[config.mk]
export PLATFORM = sky130hd
export DESIGN_NAME = mf_queue
export DESIGN_NICKNAME = d
export VERILOG_FILES = /design/src/design/mf_pkg.sv /design/src/design/mf_queue.sv
export SDC_FILE = /design/constraint.sdc
export NUM_CORES = 1
export LEC_CHECK = 0
export BUFFER_PORTS_ARGS = -buffer_cell sky130_fd_sc_hd__buf_2
export CAP_MARGIN = 20
export CORE_ASPECT_RATIO = 2
export CORE_MARGIN = 10
export CORE_UTILIZATION = 52
export CTS_BUF_LIST = sky130_fd_sc_hd__clkbuf_2
export DETAILED_ROUTE_END_ITERATION = 8
export PLACE_DENSITY_LB_ADDON = 0.25
export SYNTH_ARGS = -nofsm -noshare
export SYNTH_HDL_FRONTEND = slang
export SYNTH_SLANG_ARGS = --single-unit
[constraint.sdc]
create_clock -name clk -period 2.11 [get_ports clk]
set_input_delay 0.211 -clock clk [delete_from_list [all_inputs] [get_ports clk]]
set_output_delay 0.211 -clock clk [all_outputs]
set_load 0.01 [all_outputs]
[src/design/mf_pkg.sv]
`default_nettype none

package mf_pkg;

	// Elaboration defaults for the top-level parameters
	localparam int MAX_WIDTH_DEF  = 1024;
	localparam int PIXEL_BITS_DEF = 8;

	// Configuration registers
	localparam int WIDTH_REG_BITS  = 11;
	localparam int HEIGHT_REG_BITS = 16;
	localparam int CFG_DATA_BITS   = 16;
	localparam int CFG_INDEX_BITS  = 1;

	localparam logic [CFG_INDEX_BITS-1:0] REG_IMAGE_WIDTH  = 1'b0;
	localparam logic [CFG_INDEX_BITS-1:0] REG_IMAGE_HEIGHT = 1'b1;

	localparam int WIDTH_RESET  = 640;
	localparam int HEIGHT_RESET = 480;

	// Input row counter runs up to two rows past the image while draining
	localparam int ROW_BITS = HEIGHT_REG_BITS + 1;

	// 3x3 window, row-major, newest column on the right
	localparam int WIN_TAPS   = 9;
	localparam int WIN_CENTER = 4;

	// Entries in the queue between front and back
	localparam int QUEUE_DEPTH = 4;

	// Per-beat control that travels with a pixel from front to output
	typedef struct packed {
		logic emit;    // this beat produces an output pixel
		logic median;  // output pixel is interior: take the median
		logic last;    // output pixel closes the frame
	} mf_ctl_t;

endpackage

`default_nettype wire

[src/design/mf_queue.sv]
`default_nettype none

module mf_queue #(
	parameter int PIXEL_BITS = mf_pkg::PIXEL_BITS_DEF,
	parameter int COL_BITS   = $clog2(mf_pkg::MAX_WIDTH_DEF)
) (
	input  logic                  clk,
	input  logic                  arst_n,
	input  logic                  push,
	input  logic [PIXEL_BITS-1:0] push_pix,
	input  logic [COL_BITS-1:0]   push_col,
	input  mf_pkg::mf_ctl_t       push_ctl,
	output logic                  full,
	input  logic                  pop,
	output logic                  q_valid,
	output logic [PIXEL_BITS-1:0] q_pix,
	output logic [COL_BITS-1:0]   q_col,
	output mf_pkg::mf_ctl_t       q_ctl
);

	localparam int DEPTH = mf_pkg::QUEUE_DEPTH;
	localparam int PW    = $clog2(DEPTH);
	localparam int CNW   = $clog2(DEPTH + 1);

	logic [PIXEL_BITS-1:0] pix_q [DEPTH];
	logic [COL_BITS-1:0]   col_q [DEPTH];
	mf_pkg::mf_ctl_t       ctl_q [DEPTH];
	logic [PW-1:0]         wr_ptr_q;
	logic [PW-1:0]         rd_ptr_q;
	logic [CNW-1:0]        count_q;

	assign full    = count_q == CNW'(DEPTH);
	assign q_valid = count_q != '0;
	assign q_pix   = pix_q[rd_ptr_q];
	assign q_col   = col_q[rd_ptr_q];
	assign q_ctl   = ctl_q[rd_ptr_q];

	always_ff @(posedge clk or negedge arst_n) begin
		if (!arst_n) begin
			wr_ptr_q <= '0;
			rd_ptr_q <= '0;
			count_q  <= '0;
		end else begin
			if (push) begin
				wr_ptr_q <= (wr_ptr_q == PW'(DEPTH - 1)) ? '0 : wr_ptr_q + PW'(1);
			end
			if (pop) begin
				rd_ptr_q <= (rd_ptr_q == PW'(DEPTH - 1)) ? '0 : rd_ptr_q + PW'(1);
			end
			unique case ({push, pop})
				2'b10:   count_q <= count_q + CNW'(1);
				2'b01:   count_q <= count_q - CNW'(1);
				default: count_q <= count_q;
			endcase
		end
	end

	always_ff @(posedge clk) begin
		if (push) begin
			pix_q[wr_ptr_q] <= push_pix;
			col_q[wr_ptr_q] <= push_col;
			ctl_q[wr_ptr_q] <= push_ctl;
		end
	end

endmodule

`default_nettype wire

==> flow_metrics.py <==
metrics = {
    "sta": {
        "fin_crit_ns": 2.05,
        "rsz0062_at_grt": "true",
        "finalHoldViolCount": 0,
        "fmax_mhz": 488,
        "hold_ws_ns": 0.441,
        "maxSlewViolCount": 0,
        "finalCritPeriodShare_pct": 97.2,
        "setup_viol": 0,
        "worst_pin_slew_ns": 0.480,
        "relSlewSlack_pct": 68.0,
        "skew_ns": 0.0157,
    },
    "setup_path": {
        "r2r_cells": 4,
        "crit_chain": "clkbuf_16 -> mux4_2 -> buf_6",
        "reg2reg_to": "pix_q[2][0]",
        "startpoint_type": "register",
        "crit_required_ns": 1.90,
        "critical_path_arrival_ns": 1.84,
        "cp_top_family": "multiplexers",
        "slowest_stage": "mux4_2",
        "rr_startpoint": "wr_ptr_q[0]",
        "cp_max_fo": 7,
        "r2r_slack_ns": 0.48,
        "crit_type": "reg2out",
        "worst_setup_path_end_kind": "output port",
        "critical_path.max_stage_delay_ns": 0.51,
        "crit_buf_inv": 2,
    },
    "cells_and_area": {
        "fin_nets": 268,
        "post-route-util_pct": 65.5,
        "final_cells": 328,
        "drive_gt1_share_pct": 38.9,
        "area_delta_synth_final_pct": 23.5,
        "n_fill_cell": 460,
    },
    "job": {
        "cap_violations": 0,
    },
    "floorplanning": {
        "die_h_um": 136,
        "start_util_pct": 53.0,
        "ios": 48,
        "die-area_um2": 10600,
        "core_um2": 6570,
        "rows": 42,
        "dieWidth_um": 77.9,
    },
    "yosys": {
        "netlist_top_cells_area": "edfxtp_1 72%, mux4_2 12%, dfrtp_1 5.0%",
        "avgSynthCellArea_um2": 23.4,
        "yosysMostFrequentCell": "edfxtp_1",
        "yosys.area.top_type": "edfxtp_1",
        "synth_cell_types": 19,
        "synth_area_um2": 3480,
        "synth.top_cells.by_count": "84 x edfxtp_1, 18 x mux4_2, 7 x dfrtp_1, 6 x ha_1, 6 x inv_1",
        "netlist_instances": 149,
        "yosys_warnings": 0,
        "async_flop_share_pct": 7.69,
        "synth-main-ff-cell": "edfxtp_1",
        "yosysTopAreaCellShare_pct": 72.4,
        "yosysSeqAreaShare_pct": 77.4,
        "synth_nets": 181,
        "synth_edf_count": 84,
        "ys_ff_latch": 91,
    },
    "global_routing": {
        "grt_pass1_vias": 1945,
        "grt_max_degree": 15,
        "track_usage_pct": 12.6,
        "antenna_found_initial": 1,
        "grt_first_pass_wirelength_um": 9980,
        "gr-total-overflow": 0,
    },
    "clock_tree": {
        "clock-root-buffer": "clkbuf_2",
        "cts-htree-levels": 3,
        "clock_latency_ns": 0.50,
        "clockBufferDepth": 2,
        "cts_inserted_buffers": 9,
        "clock-sinks": 91,
        "clkTransAtPathRegs_ns": 0.20,
        "cts_tree": "yes",
    },
    "hold_path": {
        "min_from": "push_col[3]",
        "holdPathEnd": "col_q[0][3]",
        "hold_depth": 2,
        "holdCritPathClass": "in2reg",
    },
    "power": {
        "power_frac_comb_pct": 38.0,
        "vdd_ir_drop_max_v": 0.000667,
        "p_leak_uw": 0.00155,
        "power_frac_clock_pct": 12.6,
        "seqPwrFrac_pct": 49.4,
        "internal-power_uw": 3530,
        "p_per_area_nw_per_um2": 1170,
        "sw_frac_of_total_pct": 30.0,
        "fin_total_pwr_uw": 5040,
        "switchingPower_uw": 1510,
    },
    "drt": {
        "via_per_inst": 5.26,
        "routedWlPerCell_um": 19.2,
        "first_pass_iters": 4,
        "drt_iter0_drc": 157,
        "drt-total-wl_um": 6310,
        "vias": 1724,
        "ant_nets": 0,
        "route.detailed.drc": 0,
    },
    "placed_design": {
        "io_buffers": 47,
        "placed_cells": 287,
        "place.gp.congestion": 0.702,
        "hpwl_um": 4390,
    },
    "status": {
        "outcome": "completed",
    },
}
-- power by group through the flow --
stage	clock network (uW)	registers, uW	logic, uW
after floorplan	0	2440	1140
final	636	2490	1910
after global routing	729	2520	2080
after global placement	0	2470	1580
after CTS	668	2470	1710
after detailed placement	0	2510	1660
-- routing by layer --
layer | part of all wire [%] | vias to the layer above | global-route usage (%)
met3 | 4.5 | 9 | 3.86
met2 | 57 | 41 | 22.3
met1 | 36 | 888 | 12.7
met4 | 2.1 | 0 | 7.04
li1 | - | 786 | -
met5 | 0 | - | 0
-- worst register-to-register path, delay by kind of cell (launching register included) --
kind | cells | cell delay, ns
flops | 1 | 0.46
simple gates | 1 | 0.42
fa+ha+maj | 1 | 0.15
buf+inv | 2 | 0.34
-- cells in the final DEF, fill, tap and decap left out, types with 3 or more instances in the layout --
cell and n:
and2_1 4, buf_12 6, buf_2 37, buf_6 10, clkbuf_2 9, clkinv_2 3
dfrtp_1 5, dlygate4sd3_1 25, edfxtp_1 84, ha_1 6, inv_1 6, mux4_2 21
o21ai_0 3
-- sequential cells by signal, summed over array words and instances, names as in the netlist --
register and cells:
ctl_q 12, col_q 40, rd_ptr_q 2, pix_q 32
count_q 3, wr_ptr_q 2
-- logic make-up after synthesis --
logic type	share of synthesized area, %
xor+xnor	0.754
buf+inv	2.41
compound gates	0.431
mux	14.5
flops	77.4
simple gates	1.69
fa+ha+maj	2.73
-- layout make-up --
type                    instances  area (um^2)  area share, %
diodes                          1         2.50         0.0582
clock buffers                   9         45.0           1.05
clock inverters                 5         22.5          0.524
inverters                       6         22.5          0.524
multi-input cells              47          691           16.1
flip-flops and latches         91         2700           62.8
well taps                      88          110           2.56
repair buffers                 81          708           16.5
-- per-stage QoR --
stage	cell area (um^2)	setup WS, ns	TNS (ns)
after floorplan	3480	0.568	0
after global placement	3880	0.559	0
after detailed placement	3880	0.474	0
after CTS	4200	-0.0177	-0.0645
after global routing	4300	-0.0687	-0.892
final	4300	0.0593	0
-- worst max path at each step --
| stage | from | endpoint | slack, ns | depth (start not counted) |
|---|---|---|---|---|
| 2_1_floorplan | wr_ptr_q[0] | col_q[2][0] | 0.57 | 3 |
| 3_3_place_gp | rd_ptr_q[0] | q_pix[0] | 0.56 | 3 |
| 3_5_place_dp | wr_ptr_q[0] | pix_q[0][7] | 0.47 | 4 |
| 4_1_cts | rd_ptr_q[0] | q_col[4] | -0.02 | 3 |
| 5_1_grt | rd_ptr_q[0] | q_col[4] | -0.07 | 3 |
| 6_report | rd_ptr_q[0] | q_pix[5] | 0.06 | 3 |
-- timing repair --
action / CTS / global route
gates cloned: 0 / 1
buffers inserted: 0 / 0
hold buffers: 25 / 0
endpoints found under the setup margin: 21 / 21
gates resized for setup: 3 / 19
endpoints found under the hold margin: 95 / 0
(Power assumes the default switching activity.)
