[config.mk]
export PLATFORM = sky130hd
export DESIGN_NAME = mf_sort
export DESIGN_NICKNAME = d
export VERILOG_FILES = /design/src/design/mf_pkg.sv /design/src/design/mf_sort.sv
export SDC_FILE = /design/constraint.sdc
export NUM_CORES = 1
export LEC_CHECK = 0
export ABC_AREA = 1
export BUFFER_PORTS_ARGS = -buffer_cell sky130_fd_sc_hd__buf_2
export CORE_MARGIN = 5
export CORE_UTILIZATION = 55
export DETAILED_ROUTE_END_ITERATION = 6
export HOLD_SLACK_MARGIN = 0.03
export PLACE_DENSITY = 0.82
export SLEW_MARGIN = 15
export SYNTH_ARGS = -nofsm -noshare
export SYNTH_HDL_FRONTEND = slang
export SYNTH_SLANG_ARGS = --single-unit
[constraint.sdc]
create_clock -name clk -period 9.8 [get_ports clk]
set_input_delay 1.96 -clock clk [delete_from_list [all_inputs] [get_ports clk]]
set_output_delay 1.96 -clock clk [all_outputs]
set_load 0.02 [all_outputs]
[src/design/mf_pkg.sv]
`default_nettype none

package mf_pkg;

	// Elaboration defaults for the top-level parameters
	localparam int MAX_WIDTH_DEF  = 1024;
	localparam int PIXEL_BITS_DEF = 8;

	// Configuration registers
	localparam int WIDTH_REG_BITS  = 11;
	localparam int HEIGHT_REG_BITS = 16;
	localparam int CFG_DATA_BITS   = 16;
	localparam int CFG_INDEX_BITS  = 1;

	localparam logic [CFG_INDEX_BITS-1:0] REG_IMAGE_WIDTH  = 1'b0;
	localparam logic [CFG_INDEX_BITS-1:0] REG_IMAGE_HEIGHT = 1'b1;

	localparam int WIDTH_RESET  = 640;
	localparam int HEIGHT_RESET = 480;

	// Input row counter runs up to two rows past the image while draining
	localparam int ROW_BITS = HEIGHT_REG_BITS + 1;

	// 3x3 window, row-major, newest column on the right
	localparam int WIN_TAPS   = 9;
	localparam int WIN_CENTER = 4;

	// Entries in the queue between front and back
	localparam int QUEUE_DEPTH = 4;

	// Per-beat control that travels with a pixel from front to output
	typedef struct packed {
		logic emit;    // this beat produces an output pixel
		logic median;  // output pixel is interior: take the median
		logic last;    // output pixel closes the frame
	} mf_ctl_t;

endpackage

`default_nettype wire

[src/design/mf_sort.sv]
`default_nettype none

module mf_sort #(
	parameter int PIXEL_BITS = mf_pkg::PIXEL_BITS_DEF
) (
	input  logic                                        clk,
	input  logic                                        arst_n,
	input  logic                                        win_valid,
	output logic                                        win_ready,
	input  logic [mf_pkg::WIN_TAPS-1:0][PIXEL_BITS-1:0] win,
	input  mf_pkg::mf_ctl_t                             win_ctl,
	output logic                                        out_valid,
	input  logic                                        out_ready,
	output logic [PIXEL_BITS-1:0]                       pixel_out,
	output logic                                        last_pixel
);

	localparam int PB = PIXEL_BITS;

	function automatic logic [PB-1:0] min2(input logic [PB-1:0] a, input logic [PB-1:0] b);
		return (a < b) ? a : b;
	endfunction

	function automatic logic [PB-1:0] max2(input logic [PB-1:0] a, input logic [PB-1:0] b);
		return (a < b) ? b : a;
	endfunction

	function automatic logic [PB-1:0] med3(input logic [PB-1:0] a, input logic [PB-1:0] b,
		input logic [PB-1:0] c);
		return max2(min2(a, b), min2(max2(a, b), c));
	endfunction

	logic [2:0][PB-1:0] col_lo;
	logic [2:0][PB-1:0] col_mid;
	logic [2:0][PB-1:0] col_hi;

	logic               v_s3;
	logic [2:0][PB-1:0] lo_s3;
	logic [2:0][PB-1:0] mid_s3;
	logic [2:0][PB-1:0] hi_s3;
	logic [PB-1:0]      center_s3;
	mf_pkg::mf_ctl_t    ctl_s3;

	logic               v_s4;
	logic [PB-1:0]      max_lo_s4;
	logic [PB-1:0]      med_mid_s4;
	logic [PB-1:0]      min_hi_s4;
	logic [PB-1:0]      center_s4;
	mf_pkg::mf_ctl_t    ctl_s4;

	logic               v_s5;
	logic [PB-1:0]      pix_s5;
	logic               last_s5;

	logic               rdy_s4;
	logic               rdy_s5;

	// sort each column; median of nine is then the median of
	// (largest low, middle mid, smallest high)
	always_comb begin
		for (int c = 0; c < 3; c++) begin
			col_lo[c]  = min2(min2(win[c], win[c + 3]), win[c + 6]);
			col_mid[c] = med3(win[c], win[c + 3], win[c + 6]);
			col_hi[c]  = max2(max2(win[c], win[c + 3]), win[c + 6]);
		end
	end

	assign rdy_s5    = !v_s5 || out_ready;
	assign rdy_s4    = !v_s4 || rdy_s5;
	assign win_ready = !v_s3 || rdy_s4;

	always_ff @(posedge clk or negedge arst_n) begin
		if (!arst_n) begin
			v_s3 <= 1'b0;
			v_s4 <= 1'b0;
			v_s5 <= 1'b0;
		end else begin
			if (win_ready) begin
				v_s3 <= win_valid;
			end
			if (rdy_s4) begin
				v_s4 <= v_s3;
			end
			if (rdy_s5) begin
				v_s5 <= v_s4;
			end
		end
	end

	always_ff @(posedge clk) begin
		if (win_ready && win_valid) begin
			lo_s3     <= col_lo;
			mid_s3    <= col_mid;
			hi_s3     <= col_hi;
			center_s3 <= win[mf_pkg::WIN_CENTER];
			ctl_s3    <= win_ctl;
		end
		if (rdy_s4 && v_s3) begin
			max_lo_s4  <= max2(max2(lo_s3[0], lo_s3[1]), lo_s3[2]);
			med_mid_s4 <= med3(mid_s3[0], mid_s3[1], mid_s3[2]);
			min_hi_s4  <= min2(min2(hi_s3[0], hi_s3[1]), hi_s3[2]);
			center_s4  <= center_s3;
			ctl_s4     <= ctl_s3;
		end
		if (rdy_s5 && v_s4) begin
			pix_s5  <= ctl_s4.median ? med3(max_lo_s4, med_mid_s4, min_hi_s4) : center_s4;
			last_s5 <= ctl_s4.last;
		end
	end

	assign out_valid  = v_s5;
	assign pixel_out  = pix_s5;
	assign last_pixel = last_s5;

endmodule

`default_nettype wire

==> results of run 1 <==
==> how the worst max path moves through the flow <==
stage / start / endpoint / slack, ps / depth (start not counted)
floorplan: win[45] / mid_s3[17] / 3880 / 26
global placement: win[37] / mid_s3[8] / 2780 / 23
detailed placement: win[37] / mid_s3[8] / 2570 / 23
CTS: win[37] / mid_s3[8] / 2990 / 23
global route: win[37] / mid_s3[9] / 2370 / 23
finish: win[33] / mid_s3[8] / 2820 / 26
==> where the power goes <==
part / total, mW / switching [mW] / leakage (nW) / internal, mW
Combinational: 2.33 / 1.52 / 4.34 / 0.810
Clock: 0.655 / 0.234 / 0.299 / 0.420
Sequential: 0.939 / 0.0719 / 1.25 / 0.867
==> Yosys cell counts, drive strengths merged, types with 3 or more instances <==
cell type and count:
nor2 61, dfrtp 3, a21oi 83, o21a 4, a211oi 15, nand3b 30, nand4 8, ha 154
inv 193, nand2 423, o211ai 7, edfxtp 125, buf 28, clkbuf 7, nand3 42, o21ai 172
==> worst max-delay path, stage by stage <==
cell and delay, ps:
buf_2 110, inv_1 90, ha_1 240, o21ai_1 70
nand2_1 60, nand3_1 60, nand2_1 50, nand2_1 70
nand2_1 450, o21ai_0 730, ha_1 370, a21oi_1 150
nor2_1 50, a211oi_1 240, nand2_1 520, inv_1 230
nand2_1 80, o21ai_0 140, inv_1 80, ha_1 320
a21oi_1 160, nor2_1 70, a211oi_2 540, nand2_4 160
nand2_1 90, nand2_1 70
==> per-stage QoR <==
| stage | area (um^2) | setup WS [ps] | power [mW] | utilization (%) | hold WS, ps |
|---|---|---|---|---|---|
| finish | 11800 | 2820 | 3.92 | 62.9 | 417 |
| global route | 11800 | 2370 | 4.31 | 62.9 | 422 |
| CTS | 11800 | 2990 | 3.91 | 62.9 | 418 |
| detailed placement | 11200 | 2570 | 3.23 | 59.6 | 405 |
| global placement | 11200 | 2780 | 3.11 | 59.6 | 403 |
| floorplan | 10600 | 3880 | 2.75 | - | 400 |
==> area by class of cell <==
class	count	area (um^2)	area share, %
Multi-Input combinational cell	1001	5890	49.7
Sequential cell	128	3830	32.3
Inverter	193	724	6.12
Clock buffer	20	467	3.94
Timing Repair Buffer	89	448	3.78
Tap cell	260	325	2.75
Clock inverter	12	158	1.33
==> layer usage <==
metal	part of all wire, %	up-vias	global-route usage (%)
li1	-	4695	-
met1	41	4089	25.4
met2	49	288	38.2
met3	5.8	83	3.80
met4	4.3	0	10.5
met5	0	-	0
==> state kept, by name, summed over array words and instances (netlist names) <==
signal / flops
lo_s3: 24
last_pixel: 1
med_mid_s4: 8
v_s4: 1
min_hi_s4: 8
out_valid: 1
center_s3: 8
mid_s3: 24
max_lo_s4: 8
pixel_out: 8
ctl_s4: 2
v_s3: 1
center_s4: 8
hi_s3: 24
ctl_s3: 2
==> cell usage in the layout, fill, tap and decap left out, types with 8 or more instances in the layout <==
cell       instances
nand3b_1          30
ha_1             154
o21ai_0          150
nor2_1            61
nand2_2            8
clkbuf_16         17
inv_1            188
a21oi_1           83
buf_2             88
nand3_1           42
edfxtp_1         125
nand2_1          405
a211oi_1           8
o21ai_1           18
nand2_4           10
==> kinds of logic after synthesis <==
| kind of cell | synth area share, % |
|---|---|
| compound gates | 14.5 |
| fa+ha+maj | 18.1 |
| buf+inv | 8.53 |
| flops | 36.0 |
| simple gates | 22.7 |
==> run_results.csv, run 1 <==
group,metric,value,unit
route,wire_per_inst,13.9,um
clock_tree,cts_resized,0,
synthesis,synth_cells,1357,
setup_path,rr_startpoint,"max_lo_s4[7]",
grt,grt_pass1_vias,8726,
setup_path,path_max_fanout,31,
sta,finalSetupViolCount,0,
synthesis,synth_top_area_share,35.3,%
finish,diodes,0,
clock_tree,clkLatencyLatePin,430,ps
finish,syn2layout_area_growth,11.4,%
floorplanning,pin_count,90,
floorplanning,design.core.area,0.0188,mm^2
place,io_buffers,88,
finish,drive_above_1_share,11.0,%
synthesis,yosys_most_used_dff,"edfxtp_1",
clock_tree,clk_path_buf_depth,2,
setup_path,end_kind,"flip-flop",
floorplanning,dieArea,0.0222,mm^2
sta,finalSetupTns,0,ps
synthesis,synth_top_area_cell,"edfxtp_1",
outcome,outcome,"completed",
clock_tree,post_cts_buffers,0,
setup_path,worstPathRequired,9970,ps
clock_tree,clock-root-buffer,"clkbuf_16",
pwr,cellPowerDensity,331,mW/mm^2
setup_path,rr_worst_depth,20,
worst_hold_path,min_to,"center_s4[1]",
sta,hold_viol,0,
pwr,p_leak,5.89,nW
setup_path,start_kind,"primary input",
finish,fillCellCount,1575,
worst_hold_path,hold_path_class,"reg -> reg",
synthesis,syn_nets,1590,
route,first_iter_violations,635,
place,dp_hpwl,18500,um
clock_tree,numCtsBuffers,17,
grt,grt_usage,21.7,%
route,first_pass_iters,6,
worst_hold_path,hp-start,"center_s3[1]",
synthesis,synth-seq-cells,128,
job,cap_violations,0,
grt,antenna_found_initial,0,
route,via_per_inst,5.38,
setup_path,critPathKind,"in -> reg",
synthesis,synth_async_sr_flop_share,2.34,%
clock_tree,h-tree-depth,4,
worst_hold_path,whs_path_depth,0,
floorplanning,die_height,149,um
sta,fin_crit,6980,ps
setup_path,worstPathArrival,7150,ps
setup_path,rr_endpoint,"pixel_out[2]",
pwr,ir_worst_vdd,0.187,mV
sta,rsz0062_at_grt,"no",
synthesis,syn_area_per_cell,7.83,um^2
route,vias,9155,
route,ant_nets,0,
synthesis,synthesis.area,0.0106,mm^2
sta,max_freq,143,MHz
synthesis,synth-edff-count,125,
place,placed_cells,1671,
sta,tightest_slew,1010,ps
route,wl,23600,um
clock_tree,clk_pin_slew_worst_paths,60,ps
sta,period_share,71.2,%
grt,grt-ovfl-total,0,
finish,final_cell_count_no_fill,1703,
synthesis,yosys-top-cells-area,"edfxtp_1 (35%), ha_1 (18%), nand2_1 (14%), o21ai_0 (7.1%), inv_1 (6.7%)",
sta,final_max_slew_viol_count,0,
setup_path,rrSetupSlack,5060,ps
grt,grt_max_degree,83,
synthesis,synthDistinctLibCells,29,
route,remaining_drc_errors,0,
synthesis,yosys_warnings,0,
clock_tree,hold_buffers,0,
synthesis,synth-seq-area-share,36.0,%
grt,grt_pass1_wl,38800,um
place,gp_congestion,0.900,
sta,fin_worst_skew,8.28,ps
floorplanning,rows,50,
floorplanning,die_width,149,um
sta,max-slew-margin-rel,32.3,%
floorplanning,initial_core_util,56.4,%
finish,finalNetCount,1663,
clock_tree,cts_sinks,128,
clock_tree,cts_tree,"done",
(Power assumes the default switching activity.)
==> run 2, diff against run 1 <==
--- a/config.mk
+++ b/config.mk
@@ -5,13 +5,13 @@
 export SDC_FILE = /design/constraint.sdc
 export NUM_CORES = 1
 export LEC_CHECK = 0
-export ABC_AREA = 1
+export ABC_AREA = 0
 export BUFFER_PORTS_ARGS = -buffer_cell sky130_fd_sc_hd__buf_2
 export CORE_MARGIN = 5
 export CORE_UTILIZATION = 55
 export DETAILED_ROUTE_END_ITERATION = 6
 export HOLD_SLACK_MARGIN = 0.03
-export PLACE_DENSITY = 0.82
+export PLACE_DENSITY = 0.85
 export SLEW_MARGIN = 15
 export SYNTH_ARGS = -nofsm -noshare
 export SYNTH_HDL_FRONTEND = slang
==> constraint.sdc (replaced) <==
create_clock -name clk -period 6.4 [get_ports clk]
set_input_delay 1.28 -clock clk [delete_from_list [all_inputs] [get_ports clk]]
set_output_delay 1.28 -clock clk [all_outputs]
set_load 0.02 [all_outputs]
==> run 2 against run 1 <==
Net effect:
- global-route usage up 2.5 points
- setup slack worse by 2500 ps
- clock skew up 1.2 ps
- sequential share of layout area down 1.1 points
- utilization up 0.53 points
- combinational power up 27%
- worst hold slack worse by 1.9 ps
- register-to-register slack worse by 4700 ps
- sequential power up 44%
- count of clock-buffer cells in the layout down 3
- cell count down 13%
==> run_results.csv, run 2 <==
group,metric,value,unit
route,first_pass_iters,6,
synthesis,synth-seq-area-share,35.7,%
grt,antenna_found_initial,1,
setup_path,worstPathArrival,6350,ps
route,ant_nets,0,
route,first_iter_violations,613,
sta,finalSetupViolCount,0,
finish,drive_above_1_share,18.5,%
setup_path,path_max_fanout,26,
synthesis,yosysMostFrequentCell,"ha_1",
setup_path,start_kind,"primary input",
synthesis,synth_cells,1096,
place,io_buffers,88,
finish,fillCellCount,1462,
setup_path,rrSetupSlack,320,ps
setup_path,crit_end,"mid_s3[1]",
floorplanning,design.core.area,0.0193,mm^2
synthesis,synth_top_area_cell,"edfxtp_1",
floorplanning,rows,51,
synthesis,yosys-top-cells-area,"edfxtp_1 (35%), ha_1 (18%), mux2i_1 (5.8%), mux2_2 (4.6%), inv_1 (4.3%)",
finish,stdcell_area,0.0123,mm^2
finish,layout_commonest_cell,"ha_1",
sta,rsz0062_at_grt,"no",
place,gp_congestion,0.988,
floorplanning,die_width,150,um
sta,fin_crit,6130,ps
synthesis,synthDistinctLibCells,70,
worst_hold_path,hold_path_class,"reg -> reg",
sta,max-slew-margin-rel,26.8,%
synthesis,yosys_most_used_dff,"edfxtp_1",
setup_path,worstPathRequired,6620,ps
setup_path,rr_startpoint,"mid_s3[5]",
clock_tree,post_cts_buffers,0,
synthesis,synth-seq-cells,128,
route,wire_per_inst,17.8,um
sta,fin_worst_skew,9.50,ps
route,wl,26400,um
clock_tree,clkLatencyLatePin,430,ps
clock_tree,numCtsBuffers,17,
synthesis,ys_top_cells_by_count,"ha_1 (154), edfxtp_1 (125), inv_1 (124), nand2_1 (114)",
place,placed_area,0.0116,mm^2
setup_path,critical-path-max-stage-delay,520,ps
synthesis,synth-edff-count,125,
setup_path,cp_cell_sequence,"buf_2, ha_1, a2111o_1, a311oi_4, buf_12, mux2_2, ha_1, nand4_1, a21oi_1, o21ai_0, o21ai_2, mux2i_1, ha_1, a21o_1, a21o_1, a21oi_1, nand2_1, nor2_1, buf_4, nor2_1, a21oi_1",
route,remaining_drc_errors,0,
clock_tree,clk_path_buf_depth,2,
finish,reg.largest.list,"hi_s3 x24, lo_s3 x24, mid_s3 x24",
finish,most-common-layout-cells,"ha_1 (154), edfxtp_1 (125), inv_1 (124)",
synthesis,synthesis.area,0.0107,mm^2
finish,syn2layout_area_growth,14.3,%
grt,grt_usage,24.2,%
route,vias,8714,
sta,final_max_slew_viol_count,0,
setup_path,critPathLaunch,"win[1]",
setup_path,critPathKind,"in -> reg",
pwr,p_leak,5.59,nW
finish,final_cell_count_no_fill,1486,
pwr,ir_worst_vdd,0.267,mV
synthesis,syn_nets,1329,
synthesis,yosys_warnings,0,
sta,max_freq,163,MHz
clock_tree,cts_tree,"done",
outcome,outcome,"completed",
job,cap_violations,0,
place,dp_hpwl,20700,um
grt,grt-ovfl-total,0,
pwr,cellPowerDensity,430,mW/mm^2
finish,diodes,0,
route,via_per_inst,5.86,
clock_tree,h-tree-depth,4,
grt,grt_pass1_vias,8919,
floorplanning,pin_count,90,
synthesis,syn_area_per_cell,9.79,um^2
grt,grt_max_degree,83,
setup_path,rr_worst_depth,23,
floorplanning,die_height,150,um
sta,period_share,95.7,%
clock_tree,hold_buffers,0,
clock_tree,cts_sinks,128,
clock_tree,clock-root-buffer,"clkbuf_16",
sta,tightest_slew,1100,ps
place,placed_cells,1454,
grt,grt_pass1_wl,42700,um
floorplanning,initial_core_util,55.5,%
synthesis,synth_async_sr_flop_share,2.34,%
synthesis,synth_top_area_share,35.0,%
clock_tree,clk_pin_slew_worst_paths,70,ps
setup_path,end_kind,"flip-flop",
finish,finalNetCount,1441,
sta,hold_viol,0,
floorplanning,dieArea,0.0224,mm^2
setup_path,rr_endpoint,"med_mid_s4[7]",
setup_path,crit_slowest_cell,"o21ai_2",
run 2: cell count changes after synthesis, moves of 19 or more:
cell	previous run	this run
mux2_2	0	44
mux2_1	0	19
nor2b_1	0	19
o21ai_1	18	54
nand3_1	42	10
nand3b_1	30	4
mux2i_1	0	62
a21oi_1	83	49
nand2_1	405	114
o21ai_0	150	62
inv_1	190	124
run 2: critical path, delay by kind of cell:
kind            cells  cell delay (ps)
mux                 2              700
fa+ha+maj           3              890
simple gates        4              430
compound gates      9             2480
buf+inv             3              540
run 2: report_power, final:
part | switching, mW | total, mW | internal [mW] | leakage [nW]
clock network | 0.427 | 0.949 | 0.522 | 0.286
logic | 1.76 | 2.97 | 1.21 | 4.06
registers | 0.122 | 1.35 | 1.23 | 1.24
total | 2.31 | 5.27 | 2.96 | 5.59
run 2: what timing repair did:
item                                    4_1_cts  5_1_grt
gates resized for setup                       1        8
cloned                                        0        0
endpoints found under the setup margin        1       23
run 2: cell type report:
class                      count  area (um^2)  share of cell area (%)
multi-input combinational    815         6350                    51.8
sequential                   128         3830                    31.2
timing repair buffer         118          678                    5.53
inverter                     128          480                    3.92
clock buffer                  17          425                    3.47
tap                          265          332                    2.70
clock inverter                15          160                    1.31
run 2: stage by stage:
step           setup TNS, ps  power, mW  util (%)  setup slack, ps  hold WS [ps]
3_5_place_dp           -3320       4.23      60.2             -490           405
5_1_grt                    0       5.68      63.4             5.76           415
2_1_floorplan              0       3.46         -              140           400
6_report                   0       5.27      63.4              274           415
3_3_place_gp            -780       4.09      60.2             -184           403
4_1_cts                    0       5.21      63.2              276           413
run 2: cell families after synthesis:
| group | count (synthesis) | share of synthesized area (%) |
|---|---|---|
| compound gates | 276 | 17.0 |
| simple gates | 259 | 11.3 |
| fa+ha+maj | 154 | 18.0 |
| buf+inv | 153 | 5.49 |
| flops | 128 | 35.7 |
| mux | 126 | 12.5 |
run 2: worst min-delay path by stage:
stage	endpoint	cells past startpoint	slack (ps)	startpoint
after CTS	ctl_s4[1]	0	410	ctl_s3[1]
after global routing	ctl_s4[1]	0	410	ctl_s3[1]
after floorplan	center_s4[0]	0	400	center_s3[0]
final	ctl_s4[1]	0	410	ctl_s3[1]
after global placement	center_s4[3]	0	400	center_s3[3]
after detailed placement	ctl_s4[1]	0	400	ctl_s3[1]
run 2: layer usage:
metal / routed length (um) / up-vias / global-route usage (%)
met4: 1100 / 2 / 11.3
met5: 7 / - / 0
met2: 13100 / 292 / 42.1
met3: 1550 / 81 / 4.51
met1: 10700 / 4059 / 28.9
li1: - / 4280 / -
