[config.mk]
export PLATFORM = sky130hd
export DESIGN_NAME = mf_front
export DESIGN_NICKNAME = d
export VERILOG_FILES = /design/src/design/mf_pkg.sv /design/src/design/mf_front.sv
export SDC_FILE = /design/constraint.sdc
export NUM_CORES = 1
export LEC_CHECK = 0
export BUFFER_PORTS_ARGS = -buffer_cell sky130_fd_sc_hd__buf_4
export CORE_MARGIN = 3
export CORE_UTILIZATION = 54
export DETAILED_ROUTE_END_ITERATION = 6
export MAX_ROUTING_LAYER = met4
export PLACE_DENSITY = 0.77
export SLEW_MARGIN = 30
export SYNTH_ARGS = -nofsm -noshare
export SYNTH_HDL_FRONTEND = slang
export SYNTH_SLANG_ARGS = --single-unit
[constraint.sdc]
create_clock -name clk -period 4.2 [get_ports clk]
set_input_delay 1.05 -clock clk [delete_from_list [all_inputs] [get_ports clk]]
set_output_delay 1.05 -clock clk [all_outputs]
set_load 0.03 [all_outputs]
[src/design/mf_pkg.sv]
`default_nettype none

package mf_pkg;

	// Elaboration defaults for the top-level parameters
	localparam int MAX_WIDTH_DEF  = 1024;
	localparam int PIXEL_BITS_DEF = 8;

	// Configuration registers
	localparam int WIDTH_REG_BITS  = 11;
	localparam int HEIGHT_REG_BITS = 16;
	localparam int CFG_DATA_BITS   = 16;
	localparam int CFG_INDEX_BITS  = 1;

	localparam logic [CFG_INDEX_BITS-1:0] REG_IMAGE_WIDTH  = 1'b0;
	localparam logic [CFG_INDEX_BITS-1:0] REG_IMAGE_HEIGHT = 1'b1;

	localparam int WIDTH_RESET  = 640;
	localparam int HEIGHT_RESET = 480;

	// Input row counter runs up to two rows past the image while draining
	localparam int ROW_BITS = HEIGHT_REG_BITS + 1;

	// 3x3 window, row-major, newest column on the right
	localparam int WIN_TAPS   = 9;
	localparam int WIN_CENTER = 4;

	// Entries in the queue between front and back
	localparam int QUEUE_DEPTH = 4;

	// Per-beat control that travels with a pixel from front to output
	typedef struct packed {
		logic emit;    // this beat produces an output pixel
		logic median;  // output pixel is interior: take the median
		logic last;    // output pixel closes the frame
	} mf_ctl_t;

endpackage

`default_nettype wire

[src/design/mf_front.sv]
`default_nettype none

module mf_front #(
	parameter int MAX_WIDTH  = mf_pkg::MAX_WIDTH_DEF,
	parameter int PIXEL_BITS = mf_pkg::PIXEL_BITS_DEF
) (
	input  logic                                 clk,
	input  logic                                 arst_n,
	input  logic                                 in_valid,
	output logic                                 in_ready,
	input  logic [PIXEL_BITS-1:0]                pixel_in,
	input  logic                                 flush,
	input  logic                                 cfg_write,
	input  logic [mf_pkg::CFG_INDEX_BITS-1:0]    cfg_index,
	input  logic [mf_pkg::CFG_DATA_BITS-1:0]     cfg_data,
	input  logic                                 q_full,
	output logic                                 push,
	output logic [PIXEL_BITS-1:0]                push_pix,
	output logic [$clog2(MAX_WIDTH)-1:0]         push_col,
	output mf_pkg::mf_ctl_t                      push_ctl
);

	localparam int WW  = $clog2(MAX_WIDTH + 1);
	localparam int WW1 = WW + 1;
	localparam int XW  = $clog2(MAX_WIDTH);
	localparam int RW  = mf_pkg::ROW_BITS;
	localparam int HW  = mf_pkg::HEIGHT_REG_BITS;
	localparam int RB  = mf_pkg::WIDTH_REG_BITS;
	localparam int CW  = (WW > RB) ? WW : RB;

	// zero acts as one, anything above the line store depth as the depth
	function automatic logic [WW-1:0] clamp_width(input logic [RB-1:0] raw);
		logic [CW-1:0] ext;
		ext = CW'(raw);
		if (raw == '0) begin
			return WW'(1);
		end else if (ext > CW'(MAX_WIDTH)) begin
			return WW'(MAX_WIDTH);
		end else begin
			return WW'(raw);
		end
	endfunction

	function automatic logic [HW-1:0] clamp_height(input logic [HW-1:0] raw);
		return (raw == '0) ? HW'(1) : raw;
	endfunction

	localparam logic [WW-1:0] WIDTH_INIT  = clamp_width(RB'(mf_pkg::WIDTH_RESET));
	localparam logic [HW-1:0] HEIGHT_INIT = HW'(mf_pkg::HEIGHT_RESET);

	logic [WW-1:0]  width_q;
	logic [HW-1:0]  height_q;
	logic [XW-1:0]  in_col_q;
	logic [RW-1:0]  in_row_q;
	logic [XW-1:0]  out_col_q;
	logic [HW-1:0]  out_row_q;

	logic           accept;
	logic           draining;
	logic           due;
	logic           in_wrap;
	logic           out_wrap;
	logic           is_last;
	logic           interior;
	logic [WW-1:0]  in_col_nx;
	logic [WW-1:0]  out_col_nx;
	logic [RW-1:0]  out_row_nx;

	assign in_ready = !q_full;
	assign accept   = in_valid && in_ready;

	// past the last image row the beats drain the remaining outputs
	assign draining = in_row_q >= RW'(height_q);
	assign push     = accept && !(flush && !draining);

	assign due = (in_row_q >= RW'(2)) || ((in_row_q == RW'(1)) && (in_col_q != '0));

	assign in_col_nx  = WW'(in_col_q) + WW'(1);
	assign in_wrap    = in_col_nx == width_q;
	assign out_col_nx = WW'(out_col_q) + WW'(1);
	assign out_wrap   = out_col_nx == width_q;
	assign out_row_nx = RW'(out_row_q) + RW'(1);
	assign is_last    = out_wrap && (out_row_nx >= RW'(height_q));

	assign interior = (out_row_q != '0) && (RW'(out_row_q) + RW'(2) <= RW'(height_q))
		&& (out_col_q != '0) && (WW1'(out_col_q) + WW1'(2) <= WW1'(width_q));

	assign push_pix = draining ? '0 : pixel_in;
	assign push_col = in_col_q;
	assign push_ctl = '{emit: due, median: interior, last: is_last};

	always_ff @(posedge clk or negedge arst_n) begin
		if (!arst_n) begin
			width_q   <= WIDTH_INIT;
			height_q  <= HEIGHT_INIT;
			in_col_q  <= '0;
			in_row_q  <= '0;
			out_col_q <= '0;
			out_row_q <= '0;
		end else if (cfg_write) begin
			unique case (cfg_index)
				mf_pkg::REG_IMAGE_WIDTH: begin
					width_q <= clamp_width(cfg_data[RB-1:0]);
				end
				mf_pkg::REG_IMAGE_HEIGHT: begin
					height_q <= clamp_height(cfg_data[HW-1:0]);
				end
			endcase
			// any register write restarts the frame
			in_col_q  <= '0;
			in_row_q  <= '0;
			out_col_q <= '0;
			out_row_q <= '0;
		end else if (push) begin
			if (due && is_last) begin
				in_col_q  <= '0;
				in_row_q  <= '0;
				out_col_q <= '0;
				out_row_q <= '0;
			end else begin
				in_col_q <= in_wrap ? '0 : in_col_nx[XW-1:0];
				if (in_wrap) begin
					in_row_q <= in_row_q + RW'(1);
				end
				if (due) begin
					out_col_q <= out_wrap ? '0 : out_col_nx[XW-1:0];
					if (out_wrap) begin
						out_row_q <= out_row_nx[HW-1:0];
					end
				end
			end
		end
	end

endmodule

`default_nettype wire

==> run_results.csv, run 1 <==
group,metric,value,unit
clocking,clockBufferDepth,2,
timing,slew_violations,0,
final_layout,drive_gt1_share,22.0,%
timing,worst_slew_pin_slew,0.799,ns
routing,drt-total-wl,18.7,mm
die,fp.dieW,117,um
global_routing,busiest_layer,"met2",
routing,vias,5982,
power,power_leakage,3.75,nW
routing,wl_per_cell,19.5,um
final_layout,syn_to_final_growth,17.3,%
critical_path,r2r-end,"in_row_q[5]",
clocking,hold_buffers,0,
placed_design,hpwl,13.9,mm
clocking,cts_buffers,9,
synthesis,syn_avg_cell_area,8.86,um^2
routing,drtAntennaViolNets,0,
placed_design,port_buffers,53,
final_layout,multi_input_area,4390,um^2
global_routing,grt_max_degree,81,
final_layout,fin_area,7780,um^2
critical_path,crit_start,"out_row_q[1]",
timing,setup_viol_count_final,2,
synthesis,synth.area.top_cells,"dfrtp_1 (28%), ha_1 (13%), xnor2_1 (4.6%)",
global_routing,grt_util_met2,46.3,%
timing,whs,0.506,ns
global_routing,antenna_found_initial,0,
final_layout,antenna_cells,0,
timing,clock_skew,0.00879,ns
timing,finalHoldViolations,0,
critical_path,startpoint_type,"register",
synthesis,postSynthCellCount,749,
clocking,htreeDepth,3,
min_path,hp-class,"reg2reg",
critical_path,ff2ff_path_depth,19,
synthesis,synth_edf_count,0,
global_routing,grtUsageTotal,29.2,%
timing,rsz0062_at_grt,"yes",
synthesis,synth-async-reset-ratio,100,%
die,die-height,117,um
timing,worst_slack,-0.133,ns
clocking,clk_latency,0.35,ns
run_status,violations,"setup timing",
critical_path,cp-endpoint,"push_ctl[0]",
final_layout,fin_cells,955,
routing,first_pass_iters,5,
clocking,cts_tree,"built",
power,cellPowerDensity,272,nW/um^2
timing,fin_tns_setup,-0.252,ns
clocking,path_clk_slew,0.06,ns
global_routing,grt_use_met1,36.3,%
routing,drt_iter0_markers,535,
synthesis,syn_nets,850,
timing,period_share,103,%
global_routing,met3_usage,5.96,%
critical_path,setup.worst_path.end_class,"output pin",
timing,slew_headroom,46.2,%
critical_path,required,3.15,ns
synthesis,ys.flop_type,"dfrtp_1",
clocking,cts_num_sinks,80,
placed_design,post_dp_cell_area,7240,um^2
synthesis,synth_top_cell_area_share,27.9,%
die,ios,54,
synthesis,ys_types,68,
final_layout,regArea,2010,um^2
global_routing,grt_pass1_vias,5915,
die,core.rowCount,39,
global_routing,grt_remaining_overflow,0,
synthesis,yosys_warnings,0,
routing,drcViolationCount,0,
final_layout,nets,908,
power,ir_drop,0.000362,V
critical_path,crit_arrival,3.28,ns
critical_path,crit_type,"reg2out",
flow_run,drv_cap,0,
timing,fin_crit,4.33,ns
synthesis,yosysTopAreaCell,"dfrtp_1",
synthesis,synth-seq-cells,80,
clocking,ctsRootBufferMaster,"clkbuf_16",
critical_path,cp_max_fo,5,
critical_path,r2r_slack,0.12,ns
global_routing,grt_pass1_wl,29.9,mm
placed_design,dpl_worst_slack,0.00452,ns
final_layout,fillCellCount,930,
die,initial_core_util,56.7,%
critical_path,timing.rr.start,"out_row_q[1]",
run_status,status,"finished with violations",
timing,max_freq,231,MHz
die,core-area,11700,um^2
synthesis,yosysSeqAreaShare,30.3,%
routing,via_per_inst,6.26,
placed_design,place_congestion,1.02,
die,design.die.area,13700,um^2
placed_design,dp.cells,934,
synthesis,synth_area,6640,um^2
-- report_power, final --
| part | switching [mW] | total (mW) | internal, mW |
|---|---|---|---|
| Clock | 0.333 | 0.916 | 0.583 |
| Sequential | 0.0349 | 0.846 | 0.811 |
| Combinational | 0.211 | 0.352 | 0.141 |
| Total | 0.579 | 2.11 | 1.54 |
-- what timing repair did --
item	4_1_cts	5_1_grt
gates resized for setup	11	32
buffers inserted	2	3
pin swaps	12	10
endpoints found under the setup margin	13	13
-- sequential cells by signal, indices dropped and copies added (netlist names) --
name / cells
width_q: 11
in_row_q: 17
height_q: 16
push_col: 10
out_col_q: 10
out_row_q: 16
-- per-stage QoR --
stage | power (mW) | utilization (%)
4_1_cts | 2.12 | 65.3
6_report | 2.11 | 66.5
2_1_floorplan | 1.07 | -
3_5_place_dp | 1.20 | 61.8
3_3_place_gp | 1.19 | 61.8
5_1_grt | 2.20 | 66.5
-- worst min-delay path by stage --
stage	startpoint	slack [ns]	to	depth (start not counted)
after CTS	height_q[2]	0.51	height_q[2]	1
after global placement	height_q[10]	0.49	height_q[10]	1
final	height_q[13]	0.51	height_q[13]	1
after detailed placement	height_q[2]	0.49	height_q[2]	1
after floorplan	height_q[10]	0.48	height_q[10]	1
after global routing	height_q[2]	0.51	height_q[2]	1
-- kinds of logic (layout without fill, tap and decap cells) --
logic type	count (synthesis)	after routing	share of synthesized area [%]
compound gates	155	155	15.5
flops	80	80	30.3
xor+xnor	67	67	9.05
simple gates	271	271	22.8
fa+ha+maj	71	71	13.3
buf+inv	87	150	5.99
mux	18	18	3.03
-- worst max-delay path: stages, from the launching register on --
cell and delay, ns:
dfrtp_1 0.35, ha_2 0.19, and3_4 0.19, and3_4 0.20, and3_4 0.23, nand2_2 0.12
nor2_4 0.13, xor2_2 0.18, ha_1 0.25, nand2_1 0.10, nor3_2 0.07, a311o_1 0.33
a211oi_2 0.28, a211oi_2 0.12, buf_4 0.19
-- synth_stat cells (14+ instances only) --
cell and count:
inv_1 44, xor2_1 31, o21ai_0 35, a21o_1 19
nand3_1 29, nand2_1 76, ha_1 70, nor4_1 14
dfrtp_1 74, nand4_1 21, mux2_2 17, a21oi_1 31
xnor2_1 35, clkbuf_1 20, and3_1 19, nor2_1 28
-- cell type report --
class	count	area share (%)
inverters	45	2.23
well taps	143	2.30
repair buffers	89	8.84
clock inverters	5	1.37
multi-input cells	582	56.4
flip-flops and latches	80	25.8
clock buffers	11	2.99
-- per-layer routing --
layer | vias to the layer above | wire length, um
met1 | 2881 | 8100
met2 | 218 | 8790
met4 | 0 | 721
met5 | - | 0
li1 | 2818 | -
met3 | 65 | 1040
-- cells in the final DEF, fill, tap and decap left out, types with 8 or more instances in the layout --
cell,instances
nand2_1,74
xnor2_1,33
ha_1,68
nor2_1,23
and3_1,16
or4_1,8
buf_4,86
dfrtp_1,72
nand4_1,21
xor2_1,28
a21oi_1,31
o21ai_1,9
nand2b_1,11
clkbuf_16,9
and4_1,9
nor4_1,12
mux2_2,17
nand3_1,25
o21ai_0,30
a31oi_1,13
o21ai_2,8
nor3b_2,8
and2_1,9
a21o_1,19
inv_1,44
(Power assumes the default switching activity.)
==> run 2: changes to the inputs <==
Settings changed: ABC_CLOCK_PERIOD_IN_PS set to 4200, CELL_PAD_IN_SITES_DETAIL_PLACEMENT set to 2, CELL_PAD_IN_SITES_GLOBAL_PLACEMENT set to 2, CORE_ASPECT_RATIO set to 1.1, CORE_UTILIZATION 54 to 34, PLACE_DENSITY 0.77 to 0.78.
==> run_results.csv, run 2 (synthesized netlist as in run 1, its figures left out) <==
group,metric,value,unit
critical_path,path_cells,"ha_2 -> and3_4 -> and3_4 -> xor2_1 -> ha_1 -> and4_4 -> a21oi_2 -> o211ai_1 -> a221o_1 -> a2111o_1 -> a31oi_4 -> buf_6",
timing,fin_tns_setup,-0.791,ns
power,combPwrFrac,19.1,%
clocking,cts_tree,"built",
flow_run,drv_cap,0,
routing,drcViolationCount,0,
global_routing,grt_pass1_vias,7044,
placed_design,dp.cells,1044,
critical_path,crit_start,"out_row_q[1]",
routing,wl_per_cell,23.9,um
timing,setup_viol_count_final,5,
power,swShare,31.7,%
placed_design,hpwl,18.5,mm
critical_path,startpoint_type,"register",
routing,via_per_inst,5.81,
run_status,violations,"setup timing",
timing,worst_slew_pin_slew,0.827,ns
global_routing,grt_pass1_wl,39.8,mm
timing,rsz0062_at_grt,"yes",
die,die-height,153,um
routing,vias,6225,
critical_path,required,3.15,ns
timing,fin_crit,4.60,ns
die,fp.dieW,139,um
timing,slew_headroom,44.8,%
die,design.die.area,21200,um^2
routing,drt_iter0_markers,325,
clocking,clk_latency,0.36,ns
global_routing,grtUsageTotal,24.1,%
global_routing,grt_max_degree,81,
critical_path,crit_buf_inv,1,
final_layout,fin_cells,1072,
global_routing,grt_remaining_overflow,0,
routing,drt-total-wl,25.6,mm
timing,max_freq,217,MHz
final_layout,final_common_cell,"buf_4",
final_layout,layout_common_cells,"buf_4 (101), nand2_1 (73), dfrtp_1 (73)",
timing,slew_violations,0,
critical_path,setup.worst_path.end_class,"output pin",
final_layout,largest_register,"in_row_q",
run_status,status,"finished with violations",
clocking,ctsRootBufferMaster,"clkbuf_16",
power,power_leakage,3.80,nW
final_layout,largest_reg_flops,17,
critical_path,critical_path.top_delay_family,"compound AO/OA/AOI/OAI gates",
critical_path,timing.rr.start,"out_row_q[1]",
min_path,min_from,"height_q[4]",
routing,first_pass_iters,4,
timing,period_share,109,%
final_layout,antenna_cells,0,
global_routing,antenna_found_initial,0,
timing,finalHoldViolations,0,
critical_path,cp_slowest_cell,"dfrtp_1",
min_path,hp-class,"reg2reg",
clocking,path_clk_slew,0.07,ns
die,core-area,18800,um^2
final_layout,syn_to_final_growth,20.9,%
timing,worst_slack,-0.399,ns
power,power.internal,1.43,mW
power,clkPwrFrac,40.3,%
die,ios,54,
die,initial_core_util,35.3,%
critical_path,path_common_cell,"and3_4",
power,cellPowerDensity,260,nW/um^2
clocking,cts_num_sinks,80,
final_layout,reg_top3,"in_row_q x17, height_q x16, out_row_q x16",
power,ir_drop,0.000205,V
power,power_switching,0.662,mW
final_layout,fin_util,42.7,%
critical_path,crit_type,"reg2out",
power,sequentialPowerShare,40.7,%
final_layout,drive_gt1_share,23.8,%
critical_path,cp_max_fo,4,
clocking,cts_buffers,9,
critical_path,crit_arrival,3.55,ns
placed_design,port_buffers,53,
clocking,clockBufferDepth,2,
final_layout,nets,925,
placed_design,place_congestion,0.876,
clocking,htreeDepth,3,
die,core.rowCount,52,
timing,clock_skew,0.00871,ns
critical_path,slowest_delay,0.43,ns
routing,drtAntennaViolNets,0,
==> run 2: routing by layer <==
layer / GRT usage, % / wire [um] / share of wire (%)
met3: 3.52 / 714 / 2.8
met5: - / 0 / 0
met4: 9.60 / 868 / 3.4
met1: 27.8 / 10600 / 42
met2: 42.0 / 13400 / 52
==> run 2: power groups by stage <==
stage / clock, mW / sequential (mW) / combinational [mW]
after floorplan: 0 / 0.847 / 0.222
final: 0.842 / 0.849 / 0.398
after global placement: 0 / 0.860 / 0.333
after CTS: 0.855 / 0.850 / 0.376
after detailed placement: 0 / 0.864 / 0.366
after global routing: 0.879 / 0.855 / 0.436
==> run 2: worst paths after layout <==
path / end / cells past startpoint / slack [ns]
max: push_ctl[1] / 12 / -0.40
min: height_q[4] / 1 / 0.51
max reg2reg: in_row_q[6] / 18 / -0.02
min reg2reg: height_q[4] / 1 / 0.51
max in group asynchronous: out_row_q[4] / 1 / 2.83
min in group asynchronous: out_col_q[7] / 1 / 0.70
==> run 2: worst reg2reg max path, stage by stage (launching register included) <==
cell,delay (ns)
dfrtp_1,0.43
buf_6,0.13
ha_4,0.13
buf_6,0.10
nand4_1,0.16
nor4_2,0.33
xor2_1,0.34
ha_1,0.34
nand2_2,0.13
nor3_4,0.06
a311o_1,0.38
a211oi_2,0.21
buf_4,0.15
a2111oi_0,0.09
buf_4,0.19
or4b_4,0.50
buf_12,0.18
o21ai_1,0.16
a21o_1,0.15
==> run 2: timing repair <==
| action | CTS | global route |
|---|---|---|
| gates cloned | 0 | 0 |
| hold buffers | 0 | 0 |
| endpoints found under the setup margin | 10 | 10 |
| resized for setup | 22 | 30 |
| pin swaps | 10 | 13 |
| buffers inserted | 7 | 5 |
==> run 2: metrics by stage <==
stage / power, mW / setup WS [ns] / instance area, um^2 / hold slack (ns)
finish: 2.09 / -0.399 / 8030 / 0.513
detailed placement: 1.23 / -0.137 / 7440 / 0.500
floorplan: 1.07 / 0.0132 / 6640 / 0.479
global placement: 1.19 / 0.0113 / 7440 / 0.490
CTS: 2.08 / -0.229 / 7890 / 0.515
global route: 2.17 / -0.507 / 8030 / 0.541
==> run 2: cell type report <==
type                       count  area (um^2)
inverter                      45          174
sequential                    80         2010
clock buffer                  10          229
fill                        2047        10800
multi-input combinational    582         4420
clock inverter                 6         68.8
tap                          243          304
timing repair buffer         106          823
==> run 3: changes to the inputs <==
==> constraint.sdc (replaced) <==
create_clock -name clk -period 4.2 [get_ports clk]
set_input_delay 0.21 -clock clk [delete_from_list [all_inputs] [get_ports clk]]
set_output_delay 0.21 -clock clk [all_outputs]
set_load 0.03 [all_outputs]
==> run_results.csv, run 3 (synthesized netlist as in run 1, its figures left out) <==
group,metric,value,unit
critical_path,cp_max_fo,5,
die,die-height,153,um
min_path,hp-class,"in2reg",
clocking,cts_tree,"built",
timing,fin_crit,4.18,ns
critical_path,path_cells,"buf_4 -> ha_1 -> buf_4 -> nand4_1 -> nor4_1 -> xor2_1 -> ha_1 -> nand2_1 -> nor3_4 -> a311o_1 -> a211oi_4 -> a2111oi_4 -> or4b_4 -> buf_12 -> o21ai_0 -> a21o_1",
critical_path,r2r-end,"in_row_q[7]",
critical_path,crit_type,"reg2reg",
timing,clock_skew,0.0140,ns
timing,finalHoldViolations,0,
global_routing,grt_pass1_vias,6768,
final_layout,largest_reg_flops,17,
timing,max_freq,239,MHz
final_layout,largest_register,"in_row_q",
critical_path,timing.rr.start,"out_row_q[1]",
power,power.total,2.08,mW
clocking,cts_num_sinks,80,
critical_path,crit_buf_inv,3,
critical_path,critical_path.top_delay_family,"simple AND/OR/NAND/NOR gates",
final_layout,layout_common_cells,"buf_4 (79), nand2_1 (74), dfrtp_1 (74)",
final_layout,final_common_cell,"buf_4",
power,combPwrFrac,18.2,%
routing,wl_met1,10.2,mm
critical_path,cp_slowest_cell,"or4b_4",
timing,slew_violations,0,
min_path,hold_path_end,"width_q[3]",
run_status,status,"completed",
routing,met2_length,12.4,mm
die,design.die.area,21200,um^2
global_routing,grtUsageTotal,22.8,%
routing,route.met3.wl,708,um
clocking,path_clk_slew,0.07,ns
clocking,cts_buffers,9,
critical_path,setup.worst_path.end_class,"register",
flow_run,drv_cap,0,
clocking,ctsRootBufferMaster,"clkbuf_16",
timing,slew_headroom,49.3,%
critical_path,ff2ff_path_depth,16,
global_routing,grt_pass1_wl,37.4,mm
die,core-area,18800,um^2
routing,drt_iter0_markers,360,
critical_path,crit_arrival,4.47,ns
critical_path,startpoint_type,"register",
power,clkPwrFrac,40.9,%
global_routing,antenna_found_initial,0,
routing,drcViolationCount,0,
power,power_leakage,3.72,nW
clocking,htreeDepth,3,
routing,wl_per_cell,22.9,um
clocking,clockBufferDepth,2,
clocking,clk_latency,0.37,ns
power,power_switching,0.650,mW
critical_path,required,4.49,ns
placed_design,port_buffers,53,
die,fp.dieW,139,um
power,cellPowerDensity,265,nW/um^2
routing,drtAntennaViolNets,0,
power,ir_drop,0.000205,V
critical_path,r2r_slack,0.02,ns
power,power.internal,1.43,mW
timing,period_share,99.5,%
routing,vias,6057,
die,core.rowCount,52,
routing,routed.top_layer,"met4",
routing,drt-total-wl,24.0,mm
die,initial_core_util,35.3,%
final_layout,fillCellCount,2036,
placed_design,place_congestion,0.914,
power,sequentialPowerShare,40.8,%
final_layout,drive_gt1_share,20.2,%
power,swShare,31.2,%
global_routing,grt_remaining_overflow,0,
min_path,whs_path_depth,2,
routing,via_per_inst,5.77,
critical_path,crit_start,"out_row_q[1]",
timing,whs,0.0906,ns
final_layout,nets,903,
timing,setup_viol_count_final,0,
min_path,min_from,"cfg_data[3]",
timing,worst_slew_pin_slew,0.759,ns
critical_path,slowest_delay,0.64,ns
global_routing,grt_max_degree,50,
die,ios,54,
placed_design,hpwl,18.3,mm
final_layout,syn_to_final_growth,18.2,%
final_layout,reg_top3,"in_row_q x17, height_q x16, out_row_q x16",
final_layout,antenna_cells,0,
routing,first_pass_iters,4,
[run 3: worst max-delay path by stage]
stage,end,slack [ns],depth (start not counted)
after floorplan,in_row_q[10],0.19,19
after global placement,in_row_q[2],0.12,18
after detailed placement,in_row_q[6],-0.11,18
after CTS,in_row_q[5],0.04,18
after global routing,in_row_q[7],-0.14,18
final,in_row_q[7],0.02,16
[run 3: metrics by stage]
stage	utilization, %	setup slack, ns	area, um^2	std cells	setup TNS, ns
after floorplan	-	0.188	6640	749	0
after global placement	38.9	0.117	7310	1027	0
after detailed placement	38.9	-0.105	7310	1027	-0.642
after CTS	40.7	0.0354	7650	1045	0
after global routing	41.7	-0.138	7850	1050	-0.759
final	41.7	0.0231	7850	1050	0
[run 3: final cells by class]
class                           instances  area [um^2]  area share (%)
Inverter                               45          174            2.22
Multi-Input combinational cell        582         4370            55.7
Clock inverter                          7         83.8            1.07
Sequential cell                        80         2010            25.6
Tap cell                              243          304            3.87
Timing Repair Buffer                   84          684            8.72
Clock buffer                            9          225            2.87
[run 3: power by group through the flow]
stage,registers [mW],clock network (mW),logic [mW]
finish,0.850,0.852,0.380
global route,0.854,0.904,0.420
CTS,0.850,0.872,0.368
detailed placement,0.863,0,0.363
global placement,0.861,0,0.334
floorplan,0.847,0,0.222
[run 3: worst reg2reg max path, stage by stage, from the launching register on]
cell and delay [ns]:
dfrtp_1 0.36, buf_4 0.14, ha_1 0.17, buf_4 0.14, nand4_1 0.16, nor4_1 0.28, xor2_1 0.37, ha_1 0.34
nand2_1 0.12, nor3_4 0.06, a311o_1 0.39, a211oi_4 0.29, a2111oi_4 0.13, or4b_4 0.64, buf_12 0.17, o21ai_0 0.17
a21o_1 0.18
[run 3: metal layers]
metal	global-route usage [%]	up-vias
met1	26.4	3081
met2	40.2	119
met3	2.82	45
met5	-	-
li1	-	2812
met4	8.67	0
[run 3: timing repair]
item	in CTS	in global routing
pin swaps	0	12
setup endpoints to repair	8	21
hold endpoints to repair	30	0
resized for setup	3	30
hold buffers	1	0
buffers inserted	1	4
cloned	0	2
